## config.mk

```make
export PLATFORM = sky130hd
export DESIGN_NAME = swms_ctrl
export DESIGN_NICKNAME = d
export VERILOG_FILES = /design/src/rtl/swms_pkg.sv /design/src/rtl/swms_ctrl.sv
export SDC_FILE = /design/constraint.sdc
export NUM_CORES = 1
export LEC_CHECK = 0
export ABC_AREA = 1
export ABC_CLOCK_PERIOD_IN_PS = 1470
export BUFFER_PORTS_ARGS = -buffer_cell sky130_fd_sc_hd__buf_2
export CAP_MARGIN = 5
export CORE_AREA = 2 2 39 41
export CTS_BUF_LIST = sky130_fd_sc_hd__clkbuf_16
export DETAILED_ROUTE_END_ITERATION = 10
export DIE_AREA = 0 0 41 43
export PLACE_DENSITY = 0.48
export SYNTH_ARGS = -nofsm -noshare
export SYNTH_HDL_FRONTEND = slang
export SYNTH_SLANG_ARGS = --single-unit
```

## constraint.sdc

```tcl
create_clock -name clk -period 1.47 [get_ports clk]
set_input_delay 0.2205 -clock clk [delete_from_list [all_inputs] [get_ports clk]]
set_output_delay 0.2205 -clock clk [all_outputs]
set_load 0.01 [all_outputs]
```

## src/rtl/swms_pkg.sv

```systemverilog
// Shared types and constants of the sliding window mean/max statistics block.
// No dependencies; every other file imports this package.
`default_nettype none

package swms_pkg;

  localparam int SAMPLE_W   = 16;
  localparam int WINDOW_MAX = 64;
  localparam int NUM_CH     = 4;
  localparam int NUM_MEAN   = 2;
  localparam int CNT_W      = 7;
  localparam int PTR_W      = $clog2(WINDOW_MAX);
  localparam int SUM_W      = SAMPLE_W + PTR_W;
  localparam int PEAK_W     = SAMPLE_W - 1;
  localparam int DIV_STEPS  = SUM_W;
  localparam int DIV_CNT_W  = $clog2(DIV_STEPS);
  localparam int REM_W      = CNT_W + 1;
  localparam int WORD_W     = NUM_CH * SAMPLE_W;

  localparam logic [CNT_W-1:0] WINDOW_RESET = CNT_W'(WINDOW_MAX);

  localparam logic OP_RECORD = 1'b0;
  localparam logic OP_CLEAR  = 1'b1;

  typedef logic signed [SAMPLE_W-1:0] sample_t;
  typedef logic signed [SUM_W-1:0]    sum_t;
  typedef logic [SUM_W-1:0]           quo_t;
  typedef logic [REM_W-1:0]           rem_t;
  typedef logic [PEAK_W-1:0]          peak_t;

  typedef enum logic [2:0] {
    ST_IDLE,
    ST_WRITE,
    ST_WALK,
    ST_TAIL,
    ST_DIV_INIT,
    ST_DIV,
    ST_LOAD
  } state_t;

  typedef struct packed {
    logic capture;
    logic write;
    logic walk_issue;
    logic div_init;
    logic div_step;
    logic load;
  } dp_cmd_t;

  typedef struct packed {
    logic is_clear;
    logic walk_last;
    logic div_last;
  } dp_stat_t;

endpackage

`default_nettype wire

```

## src/rtl/swms_ctrl.sv

```systemverilog
// Sequencer of the statistics block: walks write, ring walk, divide and load.
// Depends on swms_pkg; drives swms_dp through dp_cmd_t, reads dp_stat_t.
`default_nettype none

module swms_ctrl
  import swms_pkg::*;
(
  input  wire logic     clk,
  input  wire logic     rst_n,
  input  wire logic     in_valid,
  output logic          in_ready,
  output logic          out_valid,
  input  wire logic     out_ready,
  output dp_cmd_t       cmd,
  input  wire dp_stat_t stat
);

  state_t state_r, state_nxt;
  logic   out_valid_r, out_valid_nxt;

  always_ff @(posedge clk) begin
    if (!rst_n) begin
      state_r     <= ST_IDLE;
      out_valid_r <= 1'b0;
    end else begin
      state_r     <= state_nxt;
      out_valid_r <= out_valid_nxt;
    end
  end

  always_comb begin
    state_nxt = state_r;
    cmd       = '0;
    in_ready  = 1'b0;
    unique case (state_r)
      ST_IDLE: begin
        in_ready = 1'b1;
        if (in_valid) begin
          cmd.capture = 1'b1;
          state_nxt   = ST_WRITE;
        end
      end
      ST_WRITE: begin
        if (stat.is_clear) begin
          state_nxt = ST_LOAD;
        end else begin
          cmd.write = 1'b1;
          state_nxt = ST_WALK;
        end
      end
      ST_WALK: begin
        cmd.walk_issue = 1'b1;
        if (stat.walk_last) begin
          state_nxt = ST_TAIL;
        end
      end
      ST_TAIL: begin
        state_nxt = ST_DIV_INIT;
      end
      ST_DIV_INIT: begin
        cmd.div_init = 1'b1;
        state_nxt    = ST_DIV;
      end
      ST_DIV: begin
        cmd.div_step = 1'b1;
        if (stat.div_last) begin
          state_nxt = ST_LOAD;
        end
      end
      ST_LOAD: begin
        if (!out_valid_r || out_ready) begin
          cmd.load  = 1'b1;
          state_nxt = ST_IDLE;
        end
      end
      default: begin
        state_nxt = ST_IDLE;
      end
    endcase
    out_valid_nxt = cmd.load | (out_valid_r & ~out_ready);
  end

  assign out_valid = out_valid_r;

endmodule

`default_nettype wire

```

# Yosys cells after proc, flatten, opt, wreduce, memory -nomap -nowiden
# Cells that the tools add are included.
# classes
bitwise_logic,3
eq_ne,10
reduce_logical,4
muxes,16
# op_table
cell,count
$pmux 3 s7,1
$mux 3,5
$mux 1,10
$eq 3x3->1 const B,3
$ne 2x2->1 const B,4
$eq 3x2->1 const B,2
$reduce_and 4->1,1
$eq 3x1->1 const B,1
$logic_not 3->1,1
$and 1x1->1,1
$logic_not 1->1,1
$logic_or 1x1->1,1
$not 1->1,1
$or 1x1->1,1
# totals
register_bits,4
wordCells,35
out_inout_bits,8
in_bits,7

# Longest topological paths before layout
# depth
word_depth,5
ltp_mapped,8
ltp_nobuf,8

# Least setup slack after synthesis
# No wires, ideal clock.
# synth_path
path_type,register -> register
start,reg state_r[0]
end,reg state_r[0]
required_time_ns,1.357
period_less_slack_ns,1.043
slack_ns,0.427
path_stages_with_launch,8
setup_ns,0.113
arrival_ns,0.930
path_buffers,0
cell_sequence,dfxtp_1 nand3_2 nor2_1 inv_2 nand2_1 nor2_2 nor2_1 nor2_1
# synth_via
elab_chain_cells,3
word_cells_on_any_way,13
cone_classes,eq/ne: 10; mux: 1; reduce/logical: 2
# synth_rtl
element,line,rtl
from (decl),swms_ctrl.sv:18,"state_t state_r, state_nxt;"
from (signal assigned),swms_ctrl.sv:26,state_r <= state_nxt;
$eq 3x3->1 (tied with other cells),swms_ctrl.sv:35,unique case (state_r)
$ne 2x2->1 (no source line),-,
$reduce_and 4->1 (no source line),-,
# Several ways; a longest one is shown, not always the timed one.
# A chain may end at the register's enable or synchronous reset.

==> results by group <==
Run status
  – Status: completed

Die
  – Die H: 43 um
  – Chip Width: 41 um
  – Initial Utilization: 0.226
  – Core Footprint: 0.00138 mm^2
  – Die area: 0.00176 mm^2
  – IO Pins: 15
  – Std cell rows: 14

Yosys
  – Synth Net Count: 60
  – Post-synthesis compound-gate area fraction: 0.104
  – Synthesized cell area: 313 um^2
  – Adder-Cell Fraction of Synth Area: 0
  – Post-Synth Simple-Gate Area: 0.484
  – Netlist cell types: 13
  – Main combinational cell family by area after synthesis: simple AND/OR/NAND/NOR gates
  – Synth Instances: 53
  – XOR/XNOR share of the synthesized area: 0
  – Avg Inst Size Synth: 5.90 um^2
  – Post-synthesis sequential area ratio: 0.256
  – Mux contribution to synthesized area: 0
  – Yosys reg bits: 4
  – YS warnings: 0

Drt
  – Drt wl/cell: 7.85 um
  – Routed wire length: 675 um
  – First DRT Iteration DRCs: 4
  – Vias: 348
  – Drt first pass iters: 4
  – Routed Antenna Nets: 0
  – Via density: 4.05
  – Remaining DRCs: 0

Power and ir drop
  – Total Power: 988 uW
  – P per Cell Area: 2070 mW/mm^2
  – LEAKAGE: 0.269 nW
  – VDD IR-drop max: 0.746 mV

Final layout
  – Layout cells sized above 1: 0.414
  – Commonest non-fill, non-tap cell in the layout: buf_2
  – Final #Nets: 79
  – Fill count: 146
  – Area of the multi-input gates: 184 um^2
  – N_diodes: 0
  – Layout area overhead: 52.8%
  – Register Area: 80.1 um^2
  – Most frequent cells in the layout: buf_2 (14), nor2_1 (11), inv_1 (8)
  – Design area: 478 um^2

Clock network
  – H-tree depth: 1
  – Worst-path clk slew: 0.03 ns
  – Clk_lat worst skew: 0.22 ns
  – Clock Sinks: 4
  – CTS Hold Bufs: 0
  – CTS Buf Count: 3
  – CTS root buf: clkbuf_16
  – CTS-repair resized insts: 0
  – Post-CTS setup buffers: 0
  – Clock Path Buffers: 2
  – CTS tree: done

Global route
  – Largest net degree at the start of global routing: 8
  – Vias in the first global route: 284
  – GRT Overall Usage: 0.0965
  – Total congestion overflow: 0
  – Initial antenna violation count: 0
  – First-pass GRT wire length: 1.09 mm

Timing
  – Endpoints failing hold: 0
  – Sum Neg Setup Slack: 0 ns
  – Tmin final: 1.36 ns
  – Worst Clk Skew: 0.000668 ns
  – RSZ-0062 raised after global routing: false
  – Slew headroom: 0.814
  – Fin crit share: 0.928
  – Max-slew violations: 0
  – Max Clk Rate: 0.733 GHz
  – Worst-Margin Slew: 0.278 ns
  – Final setup fails: 0

Worst setup path
  – Crit path max fanout: 7
  – Crit. End Element: output pin
  – Worst endpoint required time: 1.25 ns
  – Startpoint Class: flip-flop
  – Crit Path Class: reg -> out
  – Worst Path Arrival: 1.14 ns

Placement
  – Placed Area: 403 um^2
  – HPWL Detailed: 571 um
  – I/O Buffers: 14
  – Placer Congestion: 0.765

Job
  – Maxcap violations: 0

Hold path
  – Tightest Hold Check Type: in -> reg
## per-stage QoR
stage | cells | hold slack, ns | worst slack (ns) | utilization
CTS | 86 | 0.254 | 0.102 | 0.345
global route | 86 | 0.265 | 0.00793 | 0.345
finish | 86 | 0.254 | 0.106 | 0.345
floorplan | 53 | 0.341 | 0.427 | -
detailed placement | 83 | 0.488 | 0.313 | 0.291
global placement | 83 | 0.494 | 0.292 | 0.291
## where the power goes
group	switching [mW]	leakage [nW]	internal (mW)
Sequential	0.0595	0.0330	0.144
Clock	0.0741	0.0370	0.347
Combinational	0.222	0.199	0.142
Total	0.356	0.269	0.633
## critical path, cell delays in order, from the launching register on
cell and delay (ns):
dfxtp_1 0.43, inv_2 0.09, nor2_2 0.14, nand2_1 0.09, inv_1 0.05, buf_2 0.11
## registers in the layout (all words and copies together) (netlist names)
register	cells
out_valid	1
state_r	3
## synthesized netlist by cell type (all sizes together)
cell type  number  area (um^2)
inv            13         48.8
nor2           13         53.8
nand2           8         32.5
nand3           7         55.1
dfxtp           4         80.1
a21oi           3         15.0
nor3            2         10.0
o21ai           2         10.0
a21boi          1         7.51
## routing by layer
layer	wire [um]	track usage
met4	22	0.100
met5	0	0
met1	296	0.116
met2	297	0.122
met3	59	0.0314
## worst paths after layout
check	from	slack [ns]	end	cells past startpoint
hold reg to reg	out_valid	0.50	out_valid	2
setup reg to reg	state_r[0]	0.33	state_r[0]	7
setup / recovery	state_r[1]	0.11	cmd[3]	5
hold / removal	rst_n	0.25	state_r[0]	3
## cell families (layout without fill, tap and decap cells)
family	count (synthesis)	after routing
simple gates	30	30
buf+inv	13	30
flops	4	4
compound gates	6	6
## cell type report
cell class	count	share of cell area
multi-input combinational	36	0.385
tap	16	0.0419
clock buffer	3	0.157
sequential	4	0.168
timing repair buffer	14	0.147
inverter	13	0.102
No activity file was read; power rests on OpenSTA's default activity.
