$ cat src/rtl/swms_pkg.sv
// Shared types and constants of the sliding window mean/max statistics block.
// No dependencies; every other file imports this package.
`default_nettype none

package swms_pkg;

  localparam int SAMPLE_W   = 16;
  localparam int WINDOW_MAX = 64;
  localparam int NUM_CH     = 4;
  localparam int NUM_MEAN   = 2;
  localparam int CNT_W      = 7;
  localparam int PTR_W      = $clog2(WINDOW_MAX);
  localparam int SUM_W      = SAMPLE_W + PTR_W;
  localparam int PEAK_W     = SAMPLE_W - 1;
  localparam int DIV_STEPS  = SUM_W;
  localparam int DIV_CNT_W  = $clog2(DIV_STEPS);
  localparam int REM_W      = CNT_W + 1;
  localparam int WORD_W     = NUM_CH * SAMPLE_W;

  localparam logic [CNT_W-1:0] WINDOW_RESET = CNT_W'(WINDOW_MAX);

  localparam logic OP_RECORD = 1'b0;
  localparam logic OP_CLEAR  = 1'b1;

  typedef logic signed [SAMPLE_W-1:0] sample_t;
  typedef logic signed [SUM_W-1:0]    sum_t;
  typedef logic [SUM_W-1:0]           quo_t;
  typedef logic [REM_W-1:0]           rem_t;
  typedef logic [PEAK_W-1:0]          peak_t;

  typedef enum logic [2:0] {
    ST_IDLE,
    ST_WRITE,
    ST_WALK,
    ST_TAIL,
    ST_DIV_INIT,
    ST_DIV,
    ST_LOAD
  } state_t;

  typedef struct packed {
    logic capture;
    logic write;
    logic walk_issue;
    logic div_init;
    logic div_step;
    logic load;
  } dp_cmd_t;

  typedef struct packed {
    logic is_clear;
    logic walk_last;
    logic div_last;
  } dp_stat_t;

endpackage

`default_nettype wire

$ cat src/rtl/swms_dp.sv
// Datapath of the statistics block: sample ring, accumulators, two-lane divider,
// output word register and the window length register. Depends on swms_pkg.
`default_nettype none

module swms_dp
  import swms_pkg::*;
(
  input  wire logic             clk,
  input  wire logic             rst_n,
  input  wire dp_cmd_t          cmd,
  output dp_stat_t              stat,
  input  wire logic             cfg_we,
  input  wire logic [CNT_W-1:0] cfg_wdata,
  input  wire logic             in_opcode,
  input  wire sample_t          in_smp [NUM_CH],
  output sample_t               o_mean [NUM_MEAN],
  output peak_t                 o_peak [NUM_CH],
  output sample_t               o_latest [NUM_CH],
  output logic [CNT_W-1:0]      o_fill
);

  logic [WORD_W-1:0] ring_mem [WINDOW_MAX];

  logic                 op_r;
  sample_t              cur_r [NUM_CH];
  logic [PTR_W-1:0]     wp_r, wp_nxt;
  logic [CNT_W-1:0]     cnt_r, cnt_nxt;
  logic [CNT_W-1:0]     wlen_r;
  logic [CNT_W-1:0]     len_eff;
  logic [CNT_W-1:0]     idx_r;
  logic [PTR_W-1:0]     rd_addr;
  logic                 rd_vld_r;
  logic [WORD_W-1:0]    rd_data_r;
  logic [WORD_W-1:0]    wr_word;
  sum_t                 sum_r [NUM_MEAN];
  sample_t              peak_r [NUM_CH];
  quo_t                 quo_r [NUM_MEAN], quo_nxt [NUM_MEAN];
  rem_t                 rem_r [NUM_MEAN], rem_nxt [NUM_MEAN];
  logic                 neg_r [NUM_MEAN];
  logic [DIV_CNT_W-1:0] div_cnt_r;
  rem_t                 divisor;
  rem_t                 rem_sh;
  sample_t              rd_smp [NUM_CH];
  sample_t              mean_r [NUM_MEAN];
  peak_t                peak_out_r [NUM_CH];
  sample_t              latest_r [NUM_CH];
  logic [CNT_W-1:0]     fill_r;

  always_comb begin
    priority if (wlen_r == '0) begin
      len_eff = CNT_W'(1);
    end else if (wlen_r > CNT_W'(WINDOW_MAX)) begin
      len_eff = CNT_W'(WINDOW_MAX);
    end else begin
      len_eff = wlen_r;
    end
  end

  always_comb begin
    wp_nxt  = wp_r;
    cnt_nxt = cnt_r;
    if (cmd.write) begin
      wp_nxt  = wp_r + PTR_W'(1);
      cnt_nxt = (cnt_r < len_eff) ? cnt_r + CNT_W'(1) : len_eff;
    end else if (cmd.load && op_r == OP_CLEAR) begin
      wp_nxt  = '0;
      cnt_nxt = '0;
    end
  end

  always_comb begin
    for (int c = 0; c < NUM_CH; c++) begin
      wr_word[c*SAMPLE_W +: SAMPLE_W] = cur_r[c];
      rd_smp[c] = sample_t'(rd_data_r[c*SAMPLE_W +: SAMPLE_W]);
    end
  end

  assign rd_addr = wp_r - PTR_W'(1) - idx_r[PTR_W-1:0];
  assign divisor = REM_W'(cnt_r);

  always_comb begin
    rem_sh = '0;
    for (int m = 0; m < NUM_MEAN; m++) begin
      rem_sh     = {rem_r[m][REM_W-2:0], quo_r[m][SUM_W-1]};
      quo_nxt[m] = {quo_r[m][SUM_W-2:0], 1'b0};
      rem_nxt[m] = rem_sh;
      if (rem_sh >= divisor) begin
        rem_nxt[m]    = rem_sh - divisor;
        quo_nxt[m][0] = 1'b1;
      end
    end
  end

  always_ff @(posedge clk) begin
    if (cmd.write) begin
      ring_mem[wp_r] <= wr_word;
    end
    rd_data_r <= ring_mem[rd_addr];
  end

  always_ff @(posedge clk) begin
    if (!rst_n) begin
      wp_r     <= '0;
      cnt_r    <= '0;
      wlen_r   <= WINDOW_RESET;
      rd_vld_r <= 1'b0;
    end else begin
      wp_r     <= wp_nxt;
      cnt_r    <= cnt_nxt;
      rd_vld_r <= cmd.walk_issue;
      if (cfg_we) begin
        wlen_r <= cfg_wdata;
      end
    end
  end

  always_ff @(posedge clk) begin
    if (cmd.capture) begin
      op_r <= in_opcode;
      for (int c = 0; c < NUM_CH; c++) begin
        cur_r[c] <= in_smp[c];
      end
    end
    if (cmd.write) begin
      idx_r <= '0;
      for (int m = 0; m < NUM_MEAN; m++) begin
        sum_r[m] <= '0;
      end
      for (int c = 0; c < NUM_CH; c++) begin
        peak_r[c] <= '0;
      end
    end else begin
      if (cmd.walk_issue) begin
        idx_r <= idx_r + CNT_W'(1);
      end
      if (rd_vld_r) begin
        for (int m = 0; m < NUM_MEAN; m++) begin
          sum_r[m] <= sum_r[m] + SUM_W'(rd_smp[m]);
        end
        for (int c = 0; c < NUM_CH; c++) begin
          if (rd_smp[c] > peak_r[c]) begin
            peak_r[c] <= rd_smp[c];
          end
        end
      end
    end
    if (cmd.div_init) begin
      div_cnt_r <= '0;
      for (int m = 0; m < NUM_MEAN; m++) begin
        neg_r[m] <= sum_r[m][SUM_W-1];
        quo_r[m] <= sum_r[m][SUM_W-1] ? quo_t'(-sum_r[m]) : quo_t'(sum_r[m]);
        rem_r[m] <= '0;
      end
    end else if (cmd.div_step) begin
      div_cnt_r <= div_cnt_r + DIV_CNT_W'(1);
      for (int m = 0; m < NUM_MEAN; m++) begin
        quo_r[m] <= quo_nxt[m];
        rem_r[m] <= rem_nxt[m];
      end
    end
    if (cmd.load) begin
      if (op_r == OP_CLEAR) begin
        fill_r <= '0;
        for (int m = 0; m < NUM_MEAN; m++) begin
          mean_r[m] <= '0;
        end
        for (int c = 0; c < NUM_CH; c++) begin
          peak_out_r[c] <= '0;
          latest_r[c]   <= '0;
        end
      end else begin
        fill_r <= cnt_r;
        for (int m = 0; m < NUM_MEAN; m++) begin
          mean_r[m] <= neg_r[m] ? sample_t'(-quo_r[m][SAMPLE_W-1:0])
                                : sample_t'(quo_r[m][SAMPLE_W-1:0]);
        end
        for (int c = 0; c < NUM_CH; c++) begin
          peak_out_r[c] <= peak_r[c][PEAK_W-1:0];
          latest_r[c]   <= cur_r[c];
        end
      end
    end
  end

  assign stat.is_clear  = (op_r == OP_CLEAR);
  assign stat.walk_last = (idx_r == cnt_r - CNT_W'(1));
  assign stat.div_last  = (div_cnt_r == DIV_CNT_W'(DIV_STEPS - 1));

  assign o_mean   = mean_r;
  assign o_peak   = peak_out_r;
  assign o_latest = latest_r;
  assign o_fill   = fill_r;

endmodule

`default_nettype wire

$ cat config.mk
export PLATFORM = sky130hd
export DESIGN_NAME = swms_dp
export DESIGN_NICKNAME = d
export VERILOG_FILES = /design/src/rtl/swms_pkg.sv /design/src/rtl/swms_dp.sv
export SDC_FILE = /design/constraint.sdc
export NUM_CORES = 2
export LEC_CHECK = 0
export ABC_AREA = 0
export BUFFER_PORTS_ARGS = -buffer_cell sky130_fd_sc_hd__buf_2
export CORE_MARGIN = 5
export CORE_UTILIZATION = 60
export CTS_CLUSTER_DIAMETER = 40
export DETAILED_ROUTE_END_ITERATION = 10
export PLACE_DENSITY = 0.77
export SLEW_MARGIN = 25
export SYNTH_ARGS = -nofsm -noshare
export SYNTH_HDL_FRONTEND = slang
export SYNTH_MEMORY_MAX_BITS = 65536
export SYNTH_SLANG_ARGS = --single-unit
$ cat constraint.sdc
create_clock -name clk -period 7 [get_ports clk]
set_input_delay 0.7 -clock clk [delete_from_list [all_inputs] [get_ports clk]]
set_output_delay 0.7 -clock clk [all_outputs]
set_load 0.01 [all_outputs]
---- Word level (Yosys, flattened, before mapping) ----
Memories as Yosys holds them, arrays and structs flattened. A register that Yosys moved wholly into a read port is not among the register bits.
Index checks and enable logic that the tools add are counted.
storage, ports and cells
  register bits ........................... 197
  RAM bits ................................ 4330
  input port bits ......................... 81
  output and inout port bits .............. 166
  logic and storage cells ................. 116
  memories kept ........................... 7
memories
  memory       words  width  rd ports  clocked after memory_dff  write ports  RTL line       source
  ring_mem     64     64     1         1                         1            swms_dp.sv:22  logic [WORD_W-1:0] ring_mem [WINDOW_MAX];
  cur_r        4      16     4         0                         4            swms_dp.sv:25  sample_t cur_r [NUM_CH];
  peak_r       4      16     4         0                         4            swms_dp.sv:36  sample_t peak_r [NUM_CH];
  quo_r        2      22     2         0                         2            swms_dp.sv:37  quo_t quo_r [NUM_MEAN], quo_nxt [NUM_MEAN];
  sum_r        2      22     2         0                         2            swms_dp.sv:35  sum_t sum_r [NUM_MEAN];
  rem_r        2      8      2         0                         2            swms_dp.sv:38  rem_t rem_r [NUM_MEAN], rem_nxt [NUM_MEAN];
  +1 memories  n/a    n/a    n/a       n/a                       n/a          n/a
cells by class
  $add $sub $neg .......................... 15
  order comparisons ....................... 8
  equal/unequal tests ..................... 2
  muxes and demuxes ....................... 53
  bitwise gates (word level) .............. 10
  reduce and logical (&&, ||, !) cells .... 3
operators by type and width
  operator                                                            number
  22-bit two-way mux                                                  6
  16-bit two-way mux                                                  6
  16-bit greater-than comparator                                      4
  22-bit by 16-bit adder with 22-bit output                           2
  22-bit negation                                                     2
  7-bit two-way mux                                                   5
  8-bit two-way mux                                                   4
  16-bit negation                                                     2
  1-bit two-way mux                                                   30
  8-bit by 7-bit greater-or-equal comparator with 1-bit output        2
  8-bit by 7-bit subtractor with 8-bit output                         2
  7-bit by 1-bit adder with 7-bit output, second input constant       2
  6-bit two-way mux                                                   2
  1-bit bitwise OR                                                    10
  7-bit == test                                                       1
  7-bit greater-than comparator, second input constant                1
  7-bit logical NOT                                                   1
  7-bit < comparator                                                  1
  7-bit by 1-bit subtractor with 7-bit output, second input constant  1
  6-bit by 1-bit adder with 6-bit output, second input constant       1
  6-bit by 1-bit subtractor with 6-bit output, second input constant  1
  6-bit subtractor                                                    1
  5-bit by 1-bit adder with 5-bit output, second input constant       1
  5-bit == test, second input constant                                1
  2 further kinds                                                     2

---- Logic depth before layout (Yosys ltp) ----
An unclocked memory read counts as a cell.
  depth after elaboration ................. 7
  depth in mapped cells ................... 13
  gate-level depth less buffers ........... 10

---- Worst setup path before layout ----
OpenSTA, ideal clock, no wires.
  path kind ............................... input -> register
  from .................................... input cmd[4] (netlist name)
  to ...................................... memory ring_mem[24][0] (netlist name) (enable)
  library setup time ...................... 565 ps
  arrival time ............................ 5853 ps
  required time ........................... 6435 ps
  slack ................................... 583 ps
  stages .................................. 4
  path buffers ............................ 1
  path through ............................ clkbuf_1 -> nand3_1 -> or3_1 -> nor3_1
on the way
  cells in the longest elaborated chain, start to end .. 2
ends and longest elaborated chain
  what                                     RTL line       source
  start, declared                          swms_dp.sv:10  input wire dp_cmd_t cmd,
  1-bit two-way mux                        swms_dp.sv:95  if (cmd.write) begin
  1-bit two-way mux (not written as such)  swms_dp.sv:96  ring_mem[wp_r] <= wr_word;
  end, declared                            swms_dp.sv:22
Every way passes these cells.

---- Worst setup path after layout ----
  from .................................... register wp_r[0]
  to ...................................... register rd_data_r[14] (read register of ring_mem)
on the way
  cells in the longest elaborated chain, start to end .. 2
ends and longest elaborated chain
  what                                         RTL line        source
  start, declared                              swms_dp.sv:26   logic [PTR_W-1:0] wp_r, wp_nxt;
  start signal, assigned                       swms_dp.sv:108  wp_r <= wp_nxt;
  6-bit by 1-bit subtractor with 6-bit output  swms_dp.sv:78   assign rd_addr = wp_r - PTR_W'(1) - idx_r[PTR_W-1:0];
  6-bit subtractor                             swms_dp.sv:78
  end, declared                                swms_dp.sv:33   logic [WORD_W-1:0] rd_data_r;
Every way passes these cells.
A chain may end at the register's enable or synchronous reset.

==> results by group <==
Run status
  • Status: finished, final reports clean

Global route
  • Initial antenna violation count: 20
  • Vias in the first global route: between 100k and 150k
  • Total grt overflow: 0
  • GRT Util Overall: 34.07%
  • Pin count of the biggest net entering global routing: ~120
  • Global-route wire length before repair: 745800 um

Timing
  • Period utilization: slightly below 70%
  • Final-report setup violation count: 0
  • Final hold viol count: 0
  • Setup WS post-layout: between 2 and 2.5 ns
  • FMAX: ~210 MHz
  • Max Slew Vio Count: 0
  • Slew @ Worst Pin: 1.185 ns
  • Slew Limit Headroom: roughly a fifth
  • Layout Skew: 0.05456 ns
  • RSZ-0062 raised after global routing: false
  • Fin Setup TNS: 0 ns
  • Min Tclk post-route: 4.825 ns

Final layout
  • Nets: about 9900
  • Layout cells sized above 1: ~26%
  • Number of fill cells in the layout: ~17000
  • Synth-to-Final Area Change: 14.84%

Synthesis
  • EDFF count, synth: 4492
  • Cell area after synthesis: around 0.18 mm2
  • Top-count cell post-synth: edfxtp_1
  • Cell count after synthesis: approximately 9000
  • Share of the synthesized area in the top cell type: ~75%
  • Commonest cells post-synth: edfxtp_1, mux4_2, nand2_1, nor2_1, nand3_1
  • Synth area leaders: edfxtp_1, mux4_2, nand2_1
  • Synth Register Bits: about 4600
  • Library cells used by synthesis: 74
  • Syn Nets: 9187
  • Top_reg_cell synth: edfxtp_1
  • Avg Cell Area, Syn: around 20 um2
  • Seq/Total Area, Yosys: between 70% and 80%
  • Ys Warns: 0
  • Yosys top cell by area: edfxtp_1
  • Synth async-reset ratio: 0%

Critical path
  • Critical Path Max Stage Delay: approximately 1.5 ns
  • Crit Path Class: reg -> reg
  • Worst Setup End Kind: flip-flop
  • Worst Path Required: about 7.9 ns
  • CP max-delay cell: fa_4
  • Crit path max fanout: 39
  • Critical Path AT: 5.68 ns
  • Worst path cell trace: ha_4 > inv_1 > fa_4 > buf_12 > buf_4 > mux4_2 > nand2_1 > nand3_1 > a211oi_1 > nor4_1
  • Startpoint types: flip-flop

Pwr
  • Sw frac: a little over a quarter
  • P_sw: around 18 mW
  • Power Total: between 60 and 70 mW
  • Worst VDD drop: 0.2750 mV
  • Combinational fraction of design power: roughly 13%
  • Clk network pwr share: roughly two fifths
  • Share of power burned in registers: a little under half
  • Internal power: about 51 mW
  • Power per cell area: 333.7 mW/mm2
  • Leak pwr: ~67 nW

Placement
  • Worst slack, placed: ~2.3 ns
  • PortBufs: approximately 250
  • Gp weighted congestion: ~0.85
  • Post-DP HPWL: approximately 270000 um

Drt
  • Routed WL per cell: around 38 um
  • Post-route ant nets: 0
  • DR WL met2: 249200 um
  • M1 wire length: between 150000 and 200000 um
  • Routed wl met3: between 70000 and 80000 um
  • 1st-pass router iterations: 8
  • Final WL: 530400 um
  • # DRC: 0
  • DR top layer: met5
  • Initial DRC count: between 15000 and 20000
  • Via count: 100600
  • Avg Vias per Cell: about 7.2

Floorplanning
  • I/O pin cnt: between 200 and 250
  • Core Area: roughly 0.3 mm2
  • Starting Density: about 60%
  • Area of the die: approximately 0.31 mm2
  • Site Rows: between 200 and 250
  • Die Height: between 500 and 600 um
  • Die X: between 500 and 600 um

Clock network
  • Number of setup buffers added after CTS: 0
  • Sink Count: 4589
  • # resized after CTS: 0
  • Hold buffers post-CTS: between 70 and 80
  • CTS clk-pin slew, worst paths: ~0.060 ns
  • CTS tree: done
  • Cts bufs inserted: approximately 520
  • CTS root buffer: clkbuf_16
  • Clock Latency Late Sink: 1.06 ns
  • Clock Tree Buf Depth: 4
  • H-tree depth: 6

Run
  • Max-cap violations: 0

Worst hold path
  • Hold crit path type: in -> reg
-- critical path: cells and delay by family, from the launching register on --
family	cells	cell delay, ns
AOI/OAI and AO/OA	1	0.72
adders and majority gates	2	1.70
buffers and inverters	3	0.74
DFF	1	0.71
muxes	1	0.33
and+or+nand+nor	3	0.34
-- kinds of logic after synthesis --
family,synth area share [%]
flops,76.15
simple gates,4.449
mux,14.12
buf+inv,1.379
compound gates,2.268
fa+ha+maj,1.037
xor+xnor,0.6037
-- power groups by stage --
stage	Combinational, mW	Sequential [mW]	Clock [mW]
floorplan	6.02	32.1	0
global placement	8.56	32.2	0
detailed placement	8.83	32.2	0
CTS	9.11	31.7	28.0
global route	9.79	31.7	29.3
finish	9.22	31.7	27.9
-- registers in the layout (all words and copies together) (netlist names), 2 cells and up --
register / count
cnt_r: 7
cur_r: 64
div_cnt_r: 5
idx_r: 7
neg_r: 2
o_fill: 7
o_latest: 64
o_mean: 32
o_peak: 60
peak_r: 64
quo_r: 44
rd_data_r: 64
rem_r: 14
ring_mem: 4096
sum_r: 44
wlen_r: 7
wp_r: 6
-- cell usage in the layout (no fill, tap or decap), types with 69 or more instances in the layout --
| cell type | count |
|---|---|
| inv_1 | 114 |
| nand3_1 | 310 |
| nand2_1 | 773 |
| mux4_2 | 1088 |
| buf_2 | 244 |
| a21oi_1 | 103 |
| o21ai_0 | 100 |
| buf_4 | 237 |
| nor2_1 | 251 |
| clkbuf_16 | 529 |
| a211oi_1 | 137 |
| mux2i_1 | 84 |
| nor2b_1 | 94 |
| nor4_1 | 69 |
| dlygate4sd3_1 | 73 |
| clkbuf_1 | 81 |
| ha_1 | 140 |
| edfxtp_1 | 4492 |
| dfxtp_1 | 97 |
-- layout make-up --
class                   count  area [um2]  area share (%)
diodes                     30       75.07         0.03638
inverters                 114       427.9          0.2074
multi-input cells        3780       41040           19.89
well taps                3958        4952           2.400
clock inverters           314        3975           1.926
clock buffers             629       13800           6.689
flip-flops and latches   4589      136800           66.31
repair buffers            632        5258           2.548
-- through the flow --
step	cell area, um2	hold WS (ns)	utilization [%]	std cells
floorplan	179700	0.4244	-	8960
global route	206300	0.08037	69.00	14040
global placement	187500	0.4841	62.70	12990
detailed placement	187600	0.5153	62.74	12990
finish	206400	0.07191	69.01	14050
CTS	206100	0.02554	68.93	14010
-- final timing paths --
kind / start / end / slack (ns) / cells past startpoint
worst min register to register: div_cnt_r[1]$_SDFFE_PP0P_ / div_cnt_r[1]$_SDFFE_PP0P_ / 0.52 / 2
worst min-delay path: cmd[2] / div_cnt_r[0]$_SDFFE_PP0P_ / 0.07 / 2
worst max register to register: wp_r[0]$_SDFFE_PN0P_ / rd_data_r[14]$_DFF_P_ / 2.18 / 10
worst max-delay path: wp_r[0]$_SDFFE_PN0P_ / rd_data_r[14]$_DFF_P_ / 2.18 / 10
-- routing by layer --
layer	vias up	global-route usage (%)
met5	-	0
met4	8	19.80
met3	2072	9.497
met2	9550	53.16
met1	50940	43.59
li1	38020	-
(Power assumes the default switching activity.)
